<file path="src/sv/rcfp_pkg.sv">
`default_nettype none
// ----------------------------------------------------------------------------
// rcfp_pkg : shared types and constants of the RC channel frame parser
// Request and result structs, result kinds, header bytes and frame positions.
// ----------------------------------------------------------------------------
package rcfp_pkg;

  localparam int unsigned STORE_WORDS   = 14;
  localparam int unsigned IDX_W         = $clog2(STORE_WORDS);
  localparam int unsigned CHANNEL_COUNT = 14;

  localparam logic [7:0]  HDR_FIRST     = 8'h20;
  localparam logic [7:0]  HDR_SECOND    = 8'h40;
  localparam logic [15:0] SUM_SEED      = 16'hFFFF;
  localparam logic [15:0] HDR_SUM       = 16'h0060;

  localparam logic [5:0]  POS_HUNT      = 6'd0;
  localparam logic [5:0]  POS_HDR2      = 6'd1;
  localparam logic [5:0]  POS_DATA0     = 6'd2;
  localparam logic [5:0]  POS_CK_LO     = 6'd30;
  localparam logic [5:0]  POS_CK_HI     = 6'd31;

  localparam logic [15:0] LOW_LIMIT_RST  = 16'd800;
  localparam logic [15:0] HIGH_LIMIT_RST = 16'd2200;

  localparam logic        CFG_LOW_LIMIT  = 1'b0;
  localparam logic        CFG_HIGH_LIMIT = 1'b1;

  localparam logic        REQ_BYTE       = 1'b0;
  localparam logic        REQ_LINE_ERR   = 1'b1;

  typedef enum logic [1:0] {
    KIND_CHANNEL   = 2'd0,
    KIND_BAD_FRAME = 2'd1,
    KIND_LINE_ERR  = 2'd2
  } kind_t;

  typedef enum logic [1:0] {
    ST_RUN,
    ST_CHECK,
    ST_BAD,
    ST_EMIT
  } state_t;

  typedef struct packed {
    logic       req_type;
    logic [7:0] rx_byte;
  } req_t;

  typedef struct packed {
    kind_t       result_kind;
    logic [3:0]  channel_number;
    logic [15:0] channel_value;
    logic        last_of_run;
    logic [31:0] good_frames;
    logic [31:0] bad_events;
  } result_t;

endpackage
`default_nettype wire

</file>
<file path="src/sv/rc_channel_frame_parser_core.sv">
`default_nettype none
// ----------------------------------------------------------------------------
// rc_channel_frame_parser_core : 32-byte RC receiver frame parser
// Hunts the 0x20 0x40 header, stores channel words, checks sum and limits,
// and emits channel values or one error result per bad frame or line error.
// ----------------------------------------------------------------------------
// A byte request is taken while the parser is in its run state and the
// output register is free. The final byte of a frame with a good checksum
// starts two passes over the 14-word frame memory, which has a single
// registered read port: a limit check of one word per cycle (up to
// CHANNEL_COUNT words) and then one channel result per cycle while the
// consumer keeps out_ready high. No request is taken during these passes.
// A line error or a bad frame gives its single result from the output
// register while the next request is already taken.
module rc_channel_frame_parser_core #(
  parameter int unsigned CHANNEL_COUNT = rcfp_pkg::CHANNEL_COUNT
) (
  input  wire                   clk,
  input  wire                   rst_n,
  input  wire                   in_valid,
  output logic                  in_ready,
  input  rcfp_pkg::req_t        in_data,
  output logic                  out_valid,
  input  wire                   out_ready,
  output rcfp_pkg::result_t     out_data,
  input  wire                   cfg_valid,
  output logic                  cfg_ready,
  input  wire                   cfg_index,
  input  wire  [15:0]           cfg_data
);

  localparam int unsigned IW = rcfp_pkg::IDX_W;
  localparam logic [IW-1:0] LAST_IDX = IW'(CHANNEL_COUNT - 1);

  rcfp_pkg::state_t  state_r, state_nxt;
  logic [5:0]        pos_r, pos_nxt;
  logic [15:0]       sum_r, sum_nxt;
  logic [7:0]        lo_hold_r, lo_hold_nxt;
  logic [7:0]        ck_lo_r, ck_lo_nxt;
  logic [IW-1:0]     idx_r, idx_nxt;
  logic [31:0]       good_r, good_nxt;
  logic [31:0]       bad_r, bad_nxt;
  logic [15:0]       low_lim_r, high_lim_r;
  logic              out_valid_r, out_valid_nxt;
  rcfp_pkg::result_t out_data_r, out_data_nxt;

  logic [15:0]       frame_mem [rcfp_pkg::STORE_WORDS];
  logic              mem_we;
  logic [IW-1:0]     mem_waddr;
  logic [15:0]       mem_wdata;
  logic              rd_en;
  logic [IW-1:0]     rd_addr;
  logic [15:0]       rd_data_r;

  logic              out_free;
  logic              in_fire;
  logic [5:0]        pos_off;
  logic [15:0]       ck_got;

  assign out_free  = !out_valid_r || out_ready;
  assign in_ready  = (state_r == rcfp_pkg::ST_RUN) && out_free;
  assign in_fire   = in_valid && in_ready;
  assign cfg_ready = 1'b1;
  assign out_valid = out_valid_r;
  assign out_data  = out_data_r;
  assign pos_off   = pos_r - rcfp_pkg::POS_DATA0;
  assign ck_got    = {in_data.rx_byte, ck_lo_r};

  always_ff @(posedge clk) begin
    if (mem_we) begin
      frame_mem[mem_waddr] <= mem_wdata;
    end
    if (rd_en) begin
      rd_data_r <= frame_mem[rd_addr];
    end
  end

  always_comb begin
    state_nxt     = state_r;
    pos_nxt       = pos_r;
    sum_nxt       = sum_r;
    lo_hold_nxt   = lo_hold_r;
    ck_lo_nxt     = ck_lo_r;
    idx_nxt       = idx_r;
    good_nxt      = good_r;
    bad_nxt       = bad_r;
    out_valid_nxt = out_valid_r && !out_ready;
    out_data_nxt  = out_data_r;
    mem_we        = 1'b0;
    mem_waddr     = pos_off[IW:1];
    mem_wdata     = {in_data.rx_byte, lo_hold_r};
    rd_en         = 1'b0;
    rd_addr       = '0;

    unique case (state_r)
      rcfp_pkg::ST_RUN: begin
        if (in_fire) begin
          if (in_data.req_type == rcfp_pkg::REQ_LINE_ERR) begin
            pos_nxt                     = rcfp_pkg::POS_HUNT;
            bad_nxt                     = bad_r + 32'd1;
            out_valid_nxt               = 1'b1;
            out_data_nxt.result_kind    = rcfp_pkg::KIND_LINE_ERR;
            out_data_nxt.channel_number = '0;
            out_data_nxt.channel_value  = '0;
            out_data_nxt.last_of_run    = 1'b1;
            out_data_nxt.good_frames    = good_r;
            out_data_nxt.bad_events     = bad_nxt;
          end else if (pos_r == rcfp_pkg::POS_HUNT) begin
            if (in_data.rx_byte == rcfp_pkg::HDR_FIRST) begin
              pos_nxt = rcfp_pkg::POS_HDR2;
            end
          end else if (pos_r == rcfp_pkg::POS_HDR2) begin
            if (in_data.rx_byte == rcfp_pkg::HDR_SECOND) begin
              pos_nxt = rcfp_pkg::POS_DATA0;
              sum_nxt = rcfp_pkg::HDR_SUM;
            end else if (in_data.rx_byte == rcfp_pkg::HDR_FIRST) begin
              pos_nxt = rcfp_pkg::POS_HDR2;
            end else begin
              pos_nxt = rcfp_pkg::POS_HUNT;
            end
          end else if (pos_r == rcfp_pkg::POS_CK_LO) begin
            ck_lo_nxt = in_data.rx_byte;
            pos_nxt   = rcfp_pkg::POS_CK_HI;
          end else if (pos_r < rcfp_pkg::POS_CK_LO) begin
            if (!pos_off[0]) begin
              lo_hold_nxt = in_data.rx_byte;
            end else begin
              mem_we = 1'b1;
            end
            sum_nxt = sum_r + {8'd0, in_data.rx_byte};
            pos_nxt = pos_r + 6'd1;
          end else begin
            pos_nxt = rcfp_pkg::POS_HUNT;
            if (ck_got == (rcfp_pkg::SUM_SEED - sum_r)) begin
              state_nxt = rcfp_pkg::ST_CHECK;
              idx_nxt   = '0;
              rd_en     = 1'b1;
            end else begin
              bad_nxt                     = bad_r + 32'd1;
              out_valid_nxt               = 1'b1;
              out_data_nxt.result_kind    = rcfp_pkg::KIND_BAD_FRAME;
              out_data_nxt.channel_number = '0;
              out_data_nxt.channel_value  = '0;
              out_data_nxt.last_of_run    = 1'b1;
              out_data_nxt.good_frames    = good_r;
              out_data_nxt.bad_events     = bad_nxt;
            end
          end
        end
      end
      rcfp_pkg::ST_CHECK: begin
        if (rd_data_r < low_lim_r || rd_data_r > high_lim_r) begin
          state_nxt = rcfp_pkg::ST_BAD;
        end else if (idx_r == LAST_IDX) begin
          good_nxt  = good_r + 32'd1;
          state_nxt = rcfp_pkg::ST_EMIT;
          idx_nxt   = '0;
          rd_en     = 1'b1;
        end else begin
          idx_nxt = idx_r + 1'b1;
          rd_en   = 1'b1;
          rd_addr = idx_nxt;
        end
      end
      rcfp_pkg::ST_BAD: begin
        if (out_free) begin
          bad_nxt                     = bad_r + 32'd1;
          state_nxt                   = rcfp_pkg::ST_RUN;
          out_valid_nxt               = 1'b1;
          out_data_nxt.result_kind    = rcfp_pkg::KIND_BAD_FRAME;
          out_data_nxt.channel_number = '0;
          out_data_nxt.channel_value  = '0;
          out_data_nxt.last_of_run    = 1'b1;
          out_data_nxt.good_frames    = good_r;
          out_data_nxt.bad_events     = bad_nxt;
        end
      end
      rcfp_pkg::ST_EMIT: begin
        if (out_free) begin
          out_valid_nxt               = 1'b1;
          out_data_nxt.result_kind    = rcfp_pkg::KIND_CHANNEL;
          out_data_nxt.channel_number = 4'(idx_r);
          out_data_nxt.channel_value  = rd_data_r;
          out_data_nxt.last_of_run    = (idx_r == LAST_IDX);
          out_data_nxt.good_frames    = good_r;
          out_data_nxt.bad_events     = bad_r;
          if (idx_r == LAST_IDX) begin
            state_nxt = rcfp_pkg::ST_RUN;
          end else begin
            idx_nxt = idx_r + 1'b1;
            rd_en   = 1'b1;
            rd_addr = idx_nxt;
          end
        end
      end
      default: begin
        state_nxt = rcfp_pkg::ST_RUN;
      end
    endcase
  end

  always_ff @(posedge clk) begin
    if (!rst_n) begin
      state_r     <= rcfp_pkg::ST_RUN;
      pos_r       <= rcfp_pkg::POS_HUNT;
      sum_r       <= '0;
      idx_r       <= '0;
      good_r      <= '0;
      bad_r       <= '0;
      out_valid_r <= 1'b0;
    end else begin
      state_r     <= state_nxt;
      pos_r       <= pos_nxt;
      sum_r       <= sum_nxt;
      idx_r       <= idx_nxt;
      good_r      <= good_nxt;
      bad_r       <= bad_nxt;
      out_valid_r <= out_valid_nxt;
    end
  end

  always_ff @(posedge clk) begin
    lo_hold_r  <= lo_hold_nxt;
    ck_lo_r    <= ck_lo_nxt;
    out_data_r <= out_data_nxt;
  end

  always_ff @(posedge clk) begin
    if (!rst_n) begin
      low_lim_r  <= rcfp_pkg::LOW_LIMIT_RST;
      high_lim_r <= rcfp_pkg::HIGH_LIMIT_RST;
    end else if (cfg_valid && cfg_ready) begin
      unique case (cfg_index)
        rcfp_pkg::CFG_LOW_LIMIT:  low_lim_r  <= cfg_data;
        rcfp_pkg::CFG_HIGH_LIMIT: high_lim_r <= cfg_data;
        default: begin
        end
      endcase
    end
  end

endmodule
`default_nettype wire
</file>
<file path="config.mk">
export PLATFORM = sky130hd
export DESIGN_NAME = rc_channel_frame_parser_core
export DESIGN_NICKNAME = d
export VERILOG_FILES = /design/src/sv/rcfp_pkg.sv /design/src/sv/rc_channel_frame_parser_core.sv
export SDC_FILE = /design/constraint.sdc
export NUM_CORES = 1
export LEC_CHECK = 0
export ABC_AREA = 1
export BUFFER_PORTS_ARGS = -buffer_cell sky130_fd_sc_hd__buf_2
export CAP_MARGIN = 20
export CORE_MARGIN = 2
export CORE_UTILIZATION = 37
export DETAILED_ROUTE_END_ITERATION = 10
export MAX_ROUTING_LAYER = met4
export PLACE_DENSITY = 0.62
export SLEW_MARGIN = 30
export SYNTH_ARGS = -nofsm -noshare
export SYNTH_HDL_FRONTEND = slang
export SYNTH_SLANG_ARGS = --single-unit
export TNS_END_PERCENT = 5
</file>
<file path="constraint.sdc">
create_clock -name clk -period 18.65 [get_ports clk]
set_input_delay 3.73 -clock clk [delete_from_list [all_inputs] [get_ports clk]]
set_output_delay 3.73 -clock clk [all_outputs]
set_load 0.1 [all_outputs]
</file>
# After elaboration in Yosys (flattened, before gate mapping)
# Memories as Yosys holds them, arrays and structs flattened. A register that Yosys moved wholly into a read port is not among the register bits.
# Cells that the tools add are included.
# word_totals
register_bits	228
ram_bits	224
inputBits	31
out_inout_bits	90
elab_cells	179
memories	1
# classes
add_sub_neg	7
order_cmp	3
n_eq_ne	30
n_mux	89
n_bitwise	7
reduce_logical	25
# memory_table
name	words	word_bits	read_ports	rd_ports_with_merged_regs	write_ports	line_no	rtl
frame_mem	14	16	1	1	1	rc_channel_frame_parser_core.sv:47	logic [15:0] frame_mem [rcfp_pkg::STORE_WORDS];
# op_table
operator	n
87-bit 2-to-1 mux	9
87-bit one-hot mux with 3 select lines	1
32-bit 2-to-1 mux	8
32-bit by 1-bit adder with 32-bit output (second input constant)	2
16-bit 2-to-1 mux	4
32-bit one-hot mux with 2 select lines	1
4-bit 2-to-1 mux	13
6-bit 2-to-1 mux	6
1-bit 2-to-1 mux	29
2-bit 2-to-1 mux	13
2-bit != test (second input constant)	12
11-bit AND reduction	2
3-bit != test (second input constant)	6
16-bit by 8-bit adder with 16-bit output	1
16-bit == test	1
16-bit greater-than comparator	1
16-bit less-than comparator	1
8-bit AND reduction	2
16-bit subtractor (first input constant)	1
4-bit one-hot mux with 3 select lines	1
9-bit AND reduction	1
8-bit by 6-bit == test with 1-bit output (second input constant)	1
8-bit by 7-bit == test with 1-bit output (second input constant)	1
2-bit one-hot mux with 4 select lines	1
27 further kinds	43

# Longest topological paths before layout
# depth
word_depth	11
depth_mapped	22
mapped_depth_nobuf	21

# Worst setup path after synthesis
# No wires, ideal clock.
# synth_timing
path_type	in2reg
start	input out_ready
end	register out_data_r (netlist bit out_data[0]), enable pin
setup_ns	0.639
arrival_ns	10.816
t_required_ns	18.011
slack_ns	7.195
stages	6
path_buffers	0
cell_sequence	nor2_1 > nor2_4 > nand2_2 > a221oi_1 > nand2_1 > nor3_1
# synth_between
elab_chain_len	5
word_cells_on_any_way	7
classes_between	eq/ne: 3; reduce/logical: 4
# synth_lines
item	line_no	rtl
from (decl)	rc_channel_frame_parser_core.sv:24	input wire out_ready,
1-bit logical OR	rc_channel_frame_parser_core.sv:60	assign out_free = !out_valid_r || out_ready;
1-bit logical AND	rc_channel_frame_parser_core.sv:61	assign in_ready = (state_r == rcfp_pkg::ST_RUN) && out_free;
via in_ready	rc_channel_frame_parser_core.sv:21	output logic in_ready,
1-bit logical AND	rc_channel_frame_parser_core.sv:62	assign in_fire = in_valid && in_ready;
2-bit != test (no line)	-	
9-bit AND reduction (no line)	-	
to (signal assigned)	rc_channel_frame_parser_core.sv:225	out_data_r <= out_data_nxt;
to (decl)	rc_channel_frame_parser_core.sv:45	rcfp_pkg::result_t out_data_r, out_data_nxt;
# The timed path passes the listed nets, and every way through them passes these cells.
# A chain may end at the register's enable or synchronous reset.

# Worst setup path after layout
# layout_timing
start	input out_ready
end	output in_ready
# layout_between
elab_chain_len	2
# layout_lines
item	line_no
1-bit logical OR	rc_channel_frame_parser_core.sv:60
1-bit logical AND	rc_channel_frame_parser_core.sv:61
to (decl)	rc_channel_frame_parser_core.sv:21
# No other way between the ends.

==> results.json <==
{
  "fin_crit_sh": 0.4472,
  "instances_no_fill": 3150,
  "grt_max_degree": 97,
  "wl_per_cell_um": 16.22,
  "synth_most_common_cell": "nand2_1",
  "slew-limit-headroom": 0.3723,
  "initial_core_util": 0.3719,
  "netlist_area_um2": 21330,
  "clk_latency_ns": 0.61,
  "grt_pass1_vias": 14380,
  "synth_top_cell_by_area": "edfxtp_1",
  "outcome": "complete, no violations",
  "wirelength_um": 51100,
  "synth_top_family_by_area": "simple AND/OR/NAND/NOR gates",
  "crit_path_end_kind": "output pin",
  "placed_cell_area_um2": 22740,
  "power_density_nw_per_um2": 93.65,
  "cts_tree": "yes",
  "overflow": 0,
  "arrival_ns": 4.61,
  "timing.hold.ws_ns": 0.4619,
  "cp-startpoint": "out_ready",
  "numPortBuffers": 119,
  "vias_per_cell": 4.897,
  "worstPathMaxFanout": 4,
  "final_nets": 2423,
  "ios": 121,
  "synth_warnings": 0,
  "core_um2": 57370,
  "ys_seq_area_frac": 0.6002,
  "netlist_instances": 2233,
  "fmax_mhz": 119.9,
  "worstSetupPathType": "input port to output pin",
  "hp-start": "high_lim_r[6]$_SDFFE_PN0P_",
  "grt_pass1_wl_um": 79660,
  "cts_setup_buffers": 0,
  "crit_chain": "buf_2, nor2_1, nor2_4, buf_2",
  "die_width_um": 244.1,
  "fin_area_um2": 24420,
  "setup_tns_ns": 0,
  "r2r-start": "state_r[1]$_SDFFE_PN0P_",
  "hold_viol": 0,
  "synth_fa_ha_area_frac": 0.02851,
  "cts_hold_buf": 0,
  "antenna_found_initial": 2,
  "leakage_nw": 9.405,
  "drtPass1Iterations": 5,
  "drc": 0,
  "clk_pin_slew_ns": 0.06,
  "layout_setup_ws_ns": 10.31,
  "cts-root-buf": "clkbuf_16",
  "synth.distinct_cells": 46,
  "synth-main-ff-cell": "edfxtp_1",
  "cts_sinks": 468,
  "die_h_um": 244.1,
  "dpl_worst_slack_ns": 10.28,
  "cp_data_required_time_ns": 14.92,
  "crit_slowest_cell": "nor2_1",
  "place.gp.congestion": 0.8719,
  "worst_pin_slew_ns": 0.9405,
  "final_max_slew_viol_count": 0,
  "hp-class": "flop to flop",
  "dp_hpwl_um": 32390,
  "synth.area.mux_share": 0,
  "synth.area.top_cells": "edfxtp_1 48%, dfxtp_1 12%, nand2_1 7.8%, inv_1 4.8%, nor2_1 4.1%",
  "synthArstFlopShare": 0,
  "vias": 15420,
  "syn_to_final_growth_pct": 14.48,
  "synth_compound_gate_area_share": 0.07590,
  "drtIter0Drc": 1151,
  "cts_buffer_depth": 3,
  "layout-drive-gt1-share": 0.1108,
  "post-route-min-period_ns": 8.341,
  "numCtsBuffers": 49,
  "grt_use_total": 0.1741,
  "synth_top_cells_by_count": "443 x nand2_1, 343 x edfxtp_1, 275 x inv_1, 233 x nor2_1, 143 x nand3_1",
  "yosys.area.top_type_share": 0.4828,
  "reg2reg_slack_ns": 14.57,
  "start_kind": "input port",
  "drv_cap": 0,
  "synth.avg_cell_area_um2": 9.553,
  "ys_ff_latch": 468,
  "dp.cells": 3058,
  "dieArea_um2": 59590,
  "timing.clock.skew_ns": 0.04010,
  "cts_htree_levels": 2,
  "crit_top_cell": "buf_2",
  "postRouteAntennaNets": 0,
  "synth_xor_area_frac": 0.02874,
  "post_cts_resized": 0,
  "synth-simple-area-share": 0.1975,
  "vdd_ir_drop_max_mv": 0.06113,
  "grt_setup_unrepaired": "false",
  "std_cell_rows": 88,
  "setup_violations": 0,
  "syn_nets": 2312,
  "synth_edf_count": 343,
  "crit_path_max_incr_delay_ns": 0.40
}
[final timing paths]
| path | depth (start not counted) | end |
|---|---|---|
| worst max register to register | 14 | rd_data_r[15]$_DFFE_PP_ |
| worst max-delay path | 4 | in_ready |
| worst min register to register | 2 | high_lim_r[6]$_SDFFE_PN0P_ |
| worst min-delay path | 2 | high_lim_r[6]$_SDFFE_PN0P_ |
[placed cells by master, fill, tap and decap left out, types with 5 or more instances in the layout]
master and count:
buf_2 119, nor2_2 6, buf_4 25, nand3_1 143
o211ai_1 8, nor3_1 44, or2_2 6, inv_2 8
o21ai_0 139, inv_1 274, clkbuf_16 49, nand2_2 5
clkinv_2 5, a21oi_1 141, bufinv_16 6, clkinv_1 8
nand4_1 23, xor2_1 48, nor3b_1 7, nor2_1 231
nor4_1 9, ha_1 47, nand2_1 441, xnor2_1 22
clkbuf_1 8, nand3b_1 32, edfxtp_1 343, dfxtp_1 125
[flip-flops by register name (all words and copies together) (netlist names)]
name / cells
low_lim_r: 16
good_r: 32
out_valid: 1
sum_r: 16
pos_r: 6
idx_r: 4
bad_r: 32
lo_hold_r: 8
out_data: 87
frame_mem: 224
rd_data_r: 16
state_r: 2
ck_lo_r: 8
high_lim_r: 16
[metrics by stage]
stage,util,total power [mW]
floorplan,-,1.270
global placement,0.3962,1.300
detailed placement,0.3965,1.304
CTS,0.4256,2.311
global route,0.4257,2.363
finish,0.4257,2.287
[critical path, delay by kind of cell]
kind                   cells  cell delay, ns
and+or+nand+nor            2            0.47
buffers and inverters      2            0.40
[power by group]
part           switching, mW  internal (mW)
combinational          0.110         0.0283
sequential            0.0117           1.13
clock                  0.418          0.588
[cells by family after synthesis]
| logic type | after synthesis |
|---|---|
| AND/OR/NAND/NOR | 967 |
| flip-flops | 468 |
| buffers and inverters | 369 |
| AO/OA/AOI/OAI | 310 |
| XOR/XNOR | 70 |
| adder cells (fa/ha/maj) | 48 |
| other | 1 |
[layer usage]
metal  global-route usage  wire length (um)  up-vias
li1                     -                 -     7677
met1               0.2255             22900     7270
met2               0.2852             24450      396
met3              0.02612              2670       81
met4              0.04735              1085        0
met5                    -                 0        -
[layout make-up]
class	instances	area, um^2
repair buffers	146	805.8
flip-flops and latches	468	12800
fillers	5416	32950
multi-input cells	1396	7119
clock inverters	29	356.6
well taps	765	957.2
diodes	2	5.005
clock buffers	61	1311
inverters	283	1062
No activity file was read; power rests on OpenSTA's default activity.
